<file path="config.mk">
export PLATFORM = sky130hd
export DESIGN_NAME = gcc_queue
export DESIGN_NICKNAME = d
export VERILOG_FILES = /design/src/gcc_pkg.sv /design/src/gcc_queue.sv
export SDC_FILE = /design/constraint.sdc
export NUM_CORES = 1
export LEC_CHECK = 0
export ABC_CLOCK_PERIOD_IN_PS = 4600
export BUFFER_PORTS_ARGS = -buffer_cell sky130_fd_sc_hd__buf_4
export CAP_MARGIN = 30
export CELL_PAD_IN_SITES_DETAIL_PLACEMENT = 1
export CELL_PAD_IN_SITES_GLOBAL_PLACEMENT = 2
export CORE_UTILIZATION = 40
export CTS_BUF_LIST = sky130_fd_sc_hd__clkbuf_4 sky130_fd_sc_hd__clkbuf_8 sky130_fd_sc_hd__clkbuf_16
export DETAILED_ROUTE_END_ITERATION = 12
export PLACE_DENSITY = 0.76
export SLEW_MARGIN = 10
export SYNTH_ARGS = -nofsm -noshare
export SYNTH_HDL_FRONTEND = slang
export SYNTH_SLANG_ARGS = --single-unit
</file>
<file path="constraint.sdc">
create_clock -name clock -period 4.6 [get_ports clock]
set_clock_uncertainty 0.1 [all_clocks]
set_input_delay 0.46 -clock clock [delete_from_list [all_inputs] [get_ports clock]]
set_output_delay 0.46 -clock clock [all_outputs]
set_load 0.02 [all_outputs]
</file>
<file path="src/gcc_pkg.sv">
// ----------------------------------------------------------------------------
// gcc_pkg: shared constants, types and tables for the great-circle course block
// Holds the fixed field widths, the CORDIC arctangent table in binary-angle
// units and the remainder table used by the degree-to-turn conversion.
// ----------------------------------------------------------------------------
package gcc_pkg;

   localparam int ANGLE_FRAC_BITS_DEF = 16;
   localparam int TRIG_ITERATIONS_DEF = 24;

   localparam int LON_W    = 25;
   localparam int LAT_W    = 24;
   localparam int COURSE_W = 25;
   localparam int DL_W     = 26;   // longitude difference, exact
   localparam int LANES    = 3;    // longitude difference and two latitudes

   // degree-to-turn division by 45 through a reciprocal multiply
   localparam int OFS_W       = 27;
   localparam int RECIP_W     = 28;
   localparam int PROD_W      = OFS_W + RECIP_W;
   localparam int RECIP_SHIFT = 33;
   localparam int QUO_W       = PROD_W - RECIP_SHIFT;
   localparam int REM_W       = 7;
   localparam int DIV_BASE    = 45;
   localparam int IDX_W       = $clog2(DIV_BASE);
   localparam int QUO_BIAS    = 1 << 20;
   localparam int ROUND_BIAS  = 22;
   localparam logic [RECIP_W-1:0] RECIP      = 28'd190887435;
   localparam logic [OFS_W-1:0]   DIV_OFFSET = 27'd47185920;

   localparam int TURN_W    = 32;
   localparam int ROT_W     = 34;
   localparam int VEC_W     = 36;
   localparam int UNIT_FRAC = 30;
   localparam logic signed [ROT_W-1:0] INV_GAIN = 34'sd652032874;

   localparam int QUEUE_DEPTH = 4;

   localparam logic [TURN_W-1:0] ATAN_TURN [32] = '{
      32'd536870912, 32'd316933406, 32'd167458907, 32'd85004756, 32'd42667331,
      32'd21354465, 32'd10679838, 32'd5340245, 32'd2670163, 32'd1335087,
      32'd667544, 32'd333772, 32'd166886, 32'd83443, 32'd41722, 32'd20861,
      32'd10430, 32'd5215, 32'd2608, 32'd1304, 32'd652, 32'd326, 32'd163,
      32'd81, 32'd41, 32'd20, 32'd10, 32'd5, 32'd3, 32'd1, 32'd1, 32'd0
   };

   typedef struct packed {
      logic [TURN_W-1:0] dlon;
      logic [TURN_W-1:0] lat1;
      logic [TURN_W-1:0] lat2;
   } turns_type;

   typedef logic [TURN_W-1:0] frac_tab_type [DIV_BASE];

   // turn contribution of a remainder r: floor((r * 2^shift + 22) / 45)
   function automatic frac_tab_type frac_table(input int shift);
      frac_tab_type t;
      longint       num;
      for (int r = 0; r < DIV_BASE; r++) begin
         num  = (longint'(r) << shift) + ROUND_BIAS;
         t[r] = TURN_W'(num / DIV_BASE);
      end
      return t;
   endfunction

endpackage

</file>
<file path="src/gcc_queue.sv">
// ----------------------------------------------------------------------------
// gcc_queue: short FIFO between the intake and the trigonometry pipeline
// Push is only offered when not full.
// ----------------------------------------------------------------------------
module gcc_queue import gcc_pkg::*; (
   input  logic      clock,
   input  logic      reset,
   input  logic      push,
   input  turns_type push_data,
   output logic      full,
   input  logic      pop,
   output turns_type pop_data,
   output logic      empty
);

   localparam int PTR_W = $clog2(QUEUE_DEPTH);
   localparam int CNT_W = $clog2(QUEUE_DEPTH + 1);

   turns_type        mem [QUEUE_DEPTH];
   logic [PTR_W-1:0] wr_ptr_ff, wr_ptr_in;
   logic [PTR_W-1:0] rd_ptr_ff, rd_ptr_in;
   logic [CNT_W-1:0] cnt_ff, cnt_in;

   assign full     = (cnt_ff == CNT_W'(QUEUE_DEPTH));
   assign empty    = (cnt_ff == '0);
   assign pop_data = mem[rd_ptr_ff];

   always_comb begin
      wr_ptr_in = wr_ptr_ff;
      rd_ptr_in = rd_ptr_ff;
      cnt_in    = cnt_ff;
      if (push) begin
         wr_ptr_in = (wr_ptr_ff == PTR_W'(QUEUE_DEPTH - 1)) ? '0 : wr_ptr_ff + PTR_W'(1);
      end
      if (pop) begin
         rd_ptr_in = (rd_ptr_ff == PTR_W'(QUEUE_DEPTH - 1)) ? '0 : rd_ptr_ff + PTR_W'(1);
      end
      if (push && !pop) begin
         cnt_in = cnt_ff + CNT_W'(1);
      end else if (pop && !push) begin
         cnt_in = cnt_ff - CNT_W'(1);
      end
   end

   always_ff @(posedge clock) begin
      if (reset) begin
         wr_ptr_ff <= '0;
         rd_ptr_ff <= '0;
         cnt_ff    <= '0;
      end else begin
         wr_ptr_ff <= wr_ptr_in;
         rd_ptr_ff <= rd_ptr_in;
         cnt_ff    <= cnt_in;
      end
   end

   always_ff @(posedge clock) begin
      if (push) begin
         mem[wr_ptr_ff] <= push_data;
      end
   end

endmodule

</file>
==> flow_summary.yaml, run 1 <==
yosys:
  synthDominantAreaCellType: "sky130_fd_sc_hd__edfxtp_1"
  synth-seq-area-share: 0.8199
  netlist-cell-type-count: 19
  netlist_area_um2: 14280
  postSynthNetCount: 653
  yosys.area_share.adder: 0.006657
  netlist.area_leader.share: 0.8073
  synth.mux.area_fraction: 0.1542
  combinational_family_with_the_most_area_after_synthesis: "multiplexers"
  synthXorXnorAreaFrac: 0.001226
  ys.warnings.count: 0
  synth_simple_gate_area_share: 0.005431
  yosys-top-cells-area: "sky130_fd_sc_hd__edfxtp_1 (81%), sky130_fd_sc_hd__mux4_2 (15%), sky130_fd_sc_hd__dfxtp_1 (1.3%)"
  synth-compound-area-share: 0.001051
  synth_cells: 546
  postSynthRegisterBits: 393
  avgSynthCellArea_um2: 26.16
cells_and_area:
  ff_latch_area_um2: 11720
  finish.net_count: 972
  flow.area_growth_from_synthesis_pct: 29.32
  mostFrequentLayoutCell: "sky130_fd_sc_hd__edfxtp_1"
  layout.cells.most_common_list: "sky130_fd_sc_hd__edfxtp_1 (384), sky130_fd_sc_hd__buf_4 (207), sky130_fd_sc_hd__mux4_2 (96), sky130_fd_sc_hd__dlygate4sd3_1 (88), sky130_fd_sc_hd__clkbuf_16 (42)"
  drive_above_1_share: 0.4206
  layoutNonFillerInstCount: 1350
  finish.utilization: 0.5308
  multi_input_comb_area_um2: 2417
  fill_cells: 3021
setup_path:
  start_kind: "flop"
  crit_end_element: "output pin"
  cp_top_family: "buffers and inverters"
  criticalPathCategory: "flop to output pin"
  delay_of_the_slowest_critical_path_stage_ns: 0.72
  cp_slowest_cell: "sky130_fd_sc_hd__dfxtp_4"
  worstPathCellList: "buf_12 > mux4_2 > buf_4"
  critical_path_arrival_ns: 2.69
  path_buf_inv: 2
  worstPathMaxFanout: 69
  cp.required_ns: 4.04
timing:
  final_cycle_share: 0.7073
  slew_violations: 0
  relSlewSlack: 0.5176
  fmaxAchievable_mhz: 307.4
  timing.setup.tns_ns: 0
  finalHoldViolCount: 0
  worst_slew_pin_slew_ns: 0.7237
  finalCriticalPeriod_ns: 3.253
  setup_violations: 0
  grt_setup_unrepaired: "no"
power:
  seq_power_share: 0.510
  power_frac_comb: 0.111
  sw_frac_of_total: 0.2250
  report.power.total_w: 0.008158
  power-per-cell-area_nw_per_um2: 441.7
  clockPowerShare: 0.379
  power.ir.vdd_worst_uv: 403.3
  net-switching-power_w: 0.001835
  p_leak_nw: 6.296
  p_int_w: 0.006323
floorplan:
  initial_utilization: 0.4105
  io_pins: 198
  die_width_um: 191.0
  core_area_um2: 34800
  std_cell_rows: 68
  die_height_um: 191.0
  die_area_um2: 36470
job:
  cap_viol_max_count: 0
clocking:
  post_cts.repair.setup_buffers: 0
  htree_levels: 2
  clockBufferDepth: 3
  clock_transition_at_the_registers_of_the_reported_paths_ns: 0.06
  clock_sink_count: 393
  clock_tree_from_tritoncts: "done"
  root_buffer: "sky130_fd_sc_hd__clkbuf_16"
  insertion_delay_ns: 0.54
  cts_buffers: 42
drt:
  initialDrtViolationCount: 271
  avgViaCountPerCell: 5.043
  ant_nets: 0
  route.detailed.wl_per_inst_um: 22.27
  drc: 0
  dr.pass1.iters: 5
  vias: 6808
  wirelength_routed_um: 30060
global_routing:
  busiest_layer: "met2"
  global_route_wire_length_before_repair_um: 44750
  grtUsageMet3: 0.03764
  vias_in_the_first_global_route: 7669
  grt_overflow_total: 0
  grt_antenna_before_repair: 1
  use_met1: 0.2068
  global_route.usage.total: 0.1664
  gr-usage-met2: 0.2900
  grt_start_max_net_pins: 70
placed_design:
  port-buffer-count: 197
  placed_cells: 1187
  hpwl_reported_at_the_end_of_detailed_placement_um: 17690
  place.gp.congestion: 0.6885
status:
  run_status: "finished, final reports clean"
hold_path:
  min-delay-path-class: "input port to flop"
power by group through the flow:
| stage | clock (W) | combinational [W] | sequential (W) |
|---|---|---|---|
| 2_1_floorplan | 0 | 0.000480 | 0.00422 |
| 3_3_place_gp | 0 | 0.000813 | 0.00424 |
| 3_5_place_dp | 0 | 0.000835 | 0.00425 |
| 4_1_cts | 0.00317 | 0.000906 | 0.00418 |
| 5_1_grt | 0.00328 | 0.000961 | 0.00417 |
| 6_report | 0.00309 | 0.000905 | 0.00416 |
flip-flops by register name, summed over array words and instances (netlist names), named ones only:
name	count
wr_ptr_ff	2
cnt_ff	3
rd_ptr_ff	2
mem	384
metrics by stage:
step / hold WS [ns] / worst slack [ns] / area (µm²)
final: 0.03523 / 1.347 / 18470
after global routing: 0.009305 / 1.127 / 18470
after CTS: 0.0004232 / 1.209 / 18440
after detailed placement: 0.4061 / 1.823 / 16290
after global placement: 0.3751 / 1.836 / 16290
after floorplan: 0.3603 / 1.267 / 14280
cell type report:
class	instances	area share
Timing Repair Buffer	297	0.1344
Multi-Input combinational cell	127	0.1309
Sequential cell	393	0.6344
Clock buffer	51	0.06056
Antenna cell	1	0.0001355
Clock inverter	22	0.007993
Tap cell	455	0.03082
Inverter	4	0.0008128
synth_stat cells, drive strengths merged:
cell type and n:
o21ai 1, inv 4, or3 1, nor3b 2, xor2 2, edfxtp 384, fa 1, a21oi 2
mux4 96, ha 6, mux2i 4, nor2 7, and2 4, clkbuf 5, nor3 1, buf 17
dfxtp 9
final timing paths:
check	startpoint	endpoint	slack, ns	cells after the start
setup / recovery	flop	pop_data[48]	1.35	3
hold / removal	push_data[67]	mem[2][67]$_DFFE_PP_	0.04	1
setup reg to reg	wr_ptr_ff[0]$_SDFFE_PP0P_	mem[1][10]$_DFFE_PP_	2.36	3
hold reg to reg	cnt_ff[2]$_SDFFE_PP0P_	cnt_ff[2]$_SDFFE_PP0P_	0.41	2
routing by layer:
layer | wire length (µm) | vias up
li1 | - | 2985
met1 | 12290 | 3571
met2 | 15600 | 212
met3 | 1654 | 40
met4 | 514 | 0
met5 | 0 | -
cells by family (layout without fill, tap and decap cells):
| family | after synthesis | in the layout |
|---|---|---|
| AO/OA/AOI/OAI | 3 | 3 |
| XOR/XNOR | 2 | 2 |
| adder cells (fa/ha/maj) | 7 | 7 |
| buffers and inverters | 26 | 374 |
| flip-flops | 393 | 393 |
| multiplexers | 100 | 100 |
| other | 0 | 1 |
| AND/OR/NAND/NOR | 15 | 15 |
what timing repair did:
action	4_1_cts	5_1_grt
hold buffers	88	0
gates resized for setup	0	0
endpoints found under the hold margin	351	0
Note: power is estimated with default switching activity, not from simulation.
==> inputs of run 2 (changes only) <==
--- a/config.mk
+++ b/config.mk
@@ -5,7 +5,7 @@
 export SDC_FILE = /design/constraint.sdc
 export NUM_CORES = 1
 export LEC_CHECK = 0
-export ABC_CLOCK_PERIOD_IN_PS = 4600
+export ABC_CLOCK_PERIOD_IN_PS = 2800
 export BUFFER_PORTS_ARGS = -buffer_cell sky130_fd_sc_hd__buf_4
 export CAP_MARGIN = 30
 export CELL_PAD_IN_SITES_DETAIL_PLACEMENT = 1
@@ -13,7 +13,7 @@
 export CORE_UTILIZATION = 40
 export CTS_BUF_LIST = sky130_fd_sc_hd__clkbuf_4 sky130_fd_sc_hd__clkbuf_8 sky130_fd_sc_hd__clkbuf_16
 export DETAILED_ROUTE_END_ITERATION = 12
-export PLACE_DENSITY = 0.76
+export PLACE_DENSITY = 0.79
 export SLEW_MARGIN = 10
 export SYNTH_ARGS = -nofsm -noshare
 export SYNTH_HDL_FRONTEND = slang
==> constraint.sdc (replaced) <==
create_clock -name clock -period 2.8 [get_ports clock]
set_clock_uncertainty 0.1 [all_clocks]
set_input_delay 0.28 -clock clock [delete_from_list [all_inputs] [get_ports clock]]
set_output_delay 0.28 -clock clock [all_outputs]
set_load 0.02 [all_outputs]
==> run 2 against run 1 <==
Against the previous run:
- core utilization increased by 0.67 points
- sequential share of layout area decreased by 0.78 points
- sequential power increased by 64%
- global-route usage decreased by 0.14 points
- critical path type unchanged
- highest routed layer is now met5
==> flow_summary.yaml, run 2 (same netlist as run 1, synthesis figures left out) <==
setup_path:
  crit_end_element: "output pin"
  worstPathMaxFanout: 43
  criticalPathCategory: "flop to output pin"
  delay_of_the_slowest_critical_path_stage_ns: 0.59
  path_buf_inv: 2
  critical_path_arrival_ns: 2.22
  cp_top_family: "multiplexers"
  worstPathCellList: "buf_12 > mux4_2 > buf_4"
  start_kind: "flop"
  cp.required_ns: 2.42
  cp_slowest_cell: "sky130_fd_sc_hd__mux4_2"
global_routing:
  grt_overflow_total: 0
  global_route.usage.total: 0.1649
  vias_in_the_first_global_route: 7692
  grt_start_max_net_pins: 59
  global_route_wire_length_before_repair_um: 44830
  grt_antenna_before_repair: 1
cells_and_area:
  largest_registers: "mem: 384 flops, cnt_ff: 3 flops"
  multi_input_comb_area_um2: 2417
  num_antenna_cells: 0
  mostFrequentLayoutCell: "sky130_fd_sc_hd__edfxtp_1"
  largest_register_ffs: 384
  flow.area_growth_from_synthesis_pct: 30.94
  largest-register: "mem"
  fill_cells: 3052
  drive_above_1_share: 0.4158
  ff_latch_area_um2: 11720
  finish.net_count: 987
  layout.cells.most_common_list: "sky130_fd_sc_hd__edfxtp_1 (384), sky130_fd_sc_hd__buf_4 (202), sky130_fd_sc_hd__dlygate4sd3_1 (99), sky130_fd_sc_hd__mux4_2 (96), sky130_fd_sc_hd__clkbuf_16 (42)"
status:
  run_status: "finished, final reports clean"
clocking:
  post_cts.repair.setup_buffers: 0
  htree_levels: 2
  insertion_delay_ns: 0.53
  cts_buffers: 42
  clock_sink_count: 393
  clockBufferDepth: 3
  clock_transition_at_the_registers_of_the_reported_paths_ns: 0.06
  clock_tree_from_tritoncts: "done"
  root_buffer: "sky130_fd_sc_hd__clkbuf_16"
  cts_resized: 0
placed_design:
  hpwl_reported_at_the_end_of_detailed_placement_um: 17300
  place.gp.congestion: 0.6941
  port-buffer-count: 197
drt:
  ant_nets: 0
  drc: 0
  wirelength_routed_um: 29300
  initialDrtViolationCount: 354
  vias: 6841
  route.detailed.wl_per_inst_um: 21.48
  dr.pass1.iters: 4
  avgViaCountPerCell: 5.015
floorplan:
  die_area_um2: 36470
  die_height_um: 191.0
  io_pins: 198
  die_width_um: 191.0
  std_cell_rows: 68
  core_area_um2: 34800
  initial_utilization: 0.4105
timing:
  worst_slew_pin_slew_ns: 0.6443
  grt_setup_unrepaired: "no"
  finalCriticalPeriod_ns: 2.597
  setup_violations: 0
  fmaxAchievable_mhz: 385.1
  final_cycle_share: 0.9275
  slew_violations: 0
  timing.setup.tns_ns: 0
  worst_hold_slack_after_final_layout_ns: 0.3887
  finalHoldViolCount: 0
  relSlewSlack: 0.5705
job:
  cap_viol_max_count: 0
power:
  power.ir.vdd_worst_uv: 575.3
  p_leak_nw: 6.384
  power-per-cell-area_nw_per_um2: 716.3
hold_path:
  min-delay-path-class: "input port to flop"
## run 2: changes by cell type in the layout (fill, tap and decap cells not counted), sizes merged
cell | before | now
dlygate4sd3 | 88 | 99
buf | 209 | 213
inv | 6 | 4
clkbuf | 51 | 52
clkinv | 19 | 20
diode | 1 | 0
## run 2: worst paths after layout
kind / startpoint / to / slack [ns] / cells past startpoint
worst max-delay path: flop / pop_data[13] / 0.20 / 3
worst min-delay path: push_data[6] / mem[2][6]$_DFFE_PP_ / 0.39 / 2
worst max register to register: wr_ptr_ff[0]$_SDFFE_PP0P_ / mem[0][63]$_DFFE_PP_ / 0.98 / 4
worst min register to register: cnt_ff[2]$_SDFFE_PP0P_ / cnt_ff[2]$_SDFFE_PP0P_ / 0.41 / 2
## run 2: cell type report
class	count	share of cell area
Sequential cell	393	0.6266
Timing Repair Buffer	312	0.1458
Multi-Input combinational cell	127	0.1292
Clock buffer	52	0.06021
Tap cell	455	0.03044
Clock inverter	21	0.006891
Inverter	4	0.0008028
## run 2: timing repair
item | in CTS | in global routing
endpoints found under the hold margin | 393 | 0
hold buffers | 99 | 0
setup endpoints to repair | 0 | 0
## run 2: metrics by stage
stage / cells / power [W] / utilization / instance area, µm² / setup slack (ns)
2_1_floorplan: 546 / 0.007704 / - / 14290 / 0.5206
3_3_place_gp: 1192 / 0.008348 / 0.4729 / 16460 / 0.6947
3_5_place_dp: 1192 / 0.008389 / 0.4729 / 16460 / 0.7134
4_1_cts: 1364 / 0.01357 / 0.5375 / 18700 / 0.1151
5_1_grt: 1364 / 0.01386 / 0.5375 / 18700 / 0.05685
6_report: 1364 / 0.01340 / 0.5375 / 18700 / 0.2031
## run 2: report_power, final
group          switching (W)  total [W]  internal, W
Combinational       0.000789    0.00154     0.000746
Clock                0.00211    0.00504      0.00293
Sequential         0.0000747    0.00682      0.00674
Total                0.00297     0.0134       0.0104
## run 2: per-layer routing
metal  up-vias  part of all wire  track usage
met5         -           0.00044            0
li1       3015                 -            -
met4         2             0.017      0.04338
met3        46             0.062      0.04461
met2       176              0.51       0.2790
met1      3602              0.41       0.2099
## run 2: worst register-to-register path, delay by kind of cell, from the launching register on
family        cells  cell delay [ns]
fa+ha+maj         1             0.15
buf+inv           2             0.42
flops             1             0.35
simple gates      1             0.44
==> inputs of run 3 (changes only) <==
--- a/config.mk
+++ b/config.mk
@@ -13,7 +13,7 @@
 export CORE_UTILIZATION = 40
 export CTS_BUF_LIST = sky130_fd_sc_hd__clkbuf_4 sky130_fd_sc_hd__clkbuf_8 sky130_fd_sc_hd__clkbuf_16
 export DETAILED_ROUTE_END_ITERATION = 12
-export PLACE_DENSITY = 0.79
+export PLACE_DENSITY_LB_ADDON = 0.1
 export SLEW_MARGIN = 10
 export SYNTH_ARGS = -nofsm -noshare
 export SYNTH_HDL_FRONTEND = slang
==> run 3 against run 2 <==
Against the previous run:
- first-iteration DRC count down 22%
- global-route usage shrank 0.30 points
- fmax grew 2.3%
- worst hold slack better by 0.0087 ns
- combinational power is essentially flat
- clock power is 4.4% higher
- largest power group unchanged
==> flow_summary.yaml, run 3 (same netlist as run 1, synthesis figures left out) <==
floorplan:
  io_pins: 198
  core_area_um2: 34800
  std_cell_rows: 68
  die_width_um: 191.0
  initial_utilization: 0.4105
  die_height_um: 191.0
  die_area_um2: 36470
cells_and_area:
  flow.area_growth_from_synthesis_pct: 31.65
  mostFrequentLayoutCell: "sky130_fd_sc_hd__edfxtp_1"
  layoutNonFillerInstCount: 1365
  finish.utilization: 0.5404
  fill_cells: 3029
  ff_latch_area_um2: 11720
  drive_above_1_share: 0.4202
  layout.cells.most_common_list: "sky130_fd_sc_hd__edfxtp_1 (384), sky130_fd_sc_hd__buf_4 (198), sky130_fd_sc_hd__dlygate4sd3_1 (99), sky130_fd_sc_hd__mux4_2 (96), sky130_fd_sc_hd__clkbuf_16 (43)"
  multi_input_comb_area_um2: 2417
  largest-register: "mem"
  finish.net_count: 985
  largest_registers: "mem: 384 flops, cnt_ff: 3 flops"
  largest_register_ffs: 384
global_routing:
  grt_overflow_total: 0
  vias_in_the_first_global_route: 7789
  grt_antenna_before_repair: 2
  grt_start_max_net_pins: 39
  global_route_wire_length_before_repair_um: 44280
  global_route.usage.total: 0.1619
setup_path:
  critical_path_arrival_ns: 2.16
  criticalPathCategory: "flop to output pin"
  crit_end_element: "output pin"
  cp.required_ns: 2.42
  worstPathMaxFanout: 25
  r2r_setup_slack_ns: 0.88
  reg2reg_depth: 3
  start_kind: "flop"
timing:
  final_cycle_share: 0.9063
  worst_hold_slack_after_final_layout_ns: 0.3974
  setup_violations: 0
  grt_setup_unrepaired: "no"
  finalCriticalPeriod_ns: 2.538
  finalHoldViolCount: 0
  slew_violations: 0
  relSlewSlack: 0.6226
  timing.setup.tns_ns: 0
  fmaxAchievable_mhz: 394.1
  worst_slew_pin_slew_ns: 0.5661
drt:
  drc: 0
  ant_nets: 0
  dr.pass1.iters: 4
  initialDrtViolationCount: 277
  vias: 6784
  avgViaCountPerCell: 4.970
  wirelength_routed_um: 29270
  route.detailed.wl_per_inst_um: 21.44
placed_design:
  port-buffer-count: 197
  hpwl_reported_at_the_end_of_detailed_placement_um: 17590
  place.gp.congestion: 0.7031
  placed_cells: 1191
clocking:
  insertion_delay_ns: 0.52
  post_cts.repair.setup_buffers: 0
  htree_levels: 2
  clockBufferDepth: 3
  clock_tree_from_tritoncts: "done"
  cts_resized: 0
  cts_hold_buffers: 99
  clock_transition_at_the_registers_of_the_reported_paths_ns: 0.06
  clock_sink_count: 393
  root_buffer: "sky130_fd_sc_hd__clkbuf_16"
  cts_buffers: 41
power:
  power.ir.vdd_worst_uv: 562.6
  p_leak_nw: 6.424
  power-per-cell-area_nw_per_um2: 724.1
  report.power.total_w: 0.01362
status:
  run_status: "finished, final reports clean"
hold_path:
  min-delay-path-class: "input port to flop"
  min_delay_path_depth: 2
job:
  cap_viol_max_count: 0
[run 3: path summary, 6_finish.rpt]
| kind | start | end |
|---|---|---|
| setup / recovery | flop | pop_data[78] |
| hold / removal | push_data[84] | mem[3][84]$_DFFE_PP_ |
| setup reg to reg | wr_ptr_ff[0]$_SDFFE_PP0P_ | mem[3][23]$_DFFE_PP_ |
| hold reg to reg | rd_ptr_ff[0]$_SDFFE_PP0P_ | flop |
[run 3: area by class of cell]
cell class / count / area share
diodes: 1 / 0.0001331
well taps: 455 / 0.03027
repair buffers: 311 / 0.1466
inverters: 4 / 0.0007985
multi-input cells: 127 / 0.1286
clock buffers: 55 / 0.06268
flip-flops and latches: 393 / 0.6232
clock inverters: 19 / 0.007718
[run 3: power breakdown]
group,switching [W],leakage [nW],total (W),internal (W)
clock,0.00212,0.672,0.00526,0.00314
sequential,0.0000886,3.60,0.00683,0.00674
combinational,0.000779,2.15,0.00153,0.000749
total,0.00299,6.42,0.0136,0.0106
[run 3: critical path: stages (launching register included)]
cell and delay, ns:
sky130_fd_sc_hd__dfxtp_4 0.58, sky130_fd_sc_hd__buf_12 0.29, sky130_fd_sc_hd__mux4_2 0.56, sky130_fd_sc_hd__buf_4 0.18
[run 3: routing by layer]
metal,wire length (µm),global-route usage,vias to the layer above
met2,15260,0.2858,178
met3,1533,0.03580,48
met5,10,0,-
met4,597,0.05231,2
li1,-,-,3022
met1,11870,0.1965,3534
[run 3: stage by stage]
step | setup slack, ns | area [µm²]
floorplan | 0.5206 | 14290
global placement | 0.7634 | 16490
detailed placement | 0.7512 | 16490
CTS | 0.1804 | 18800
global route | 0.1272 | 18800
finish | 0.2623 | 18800
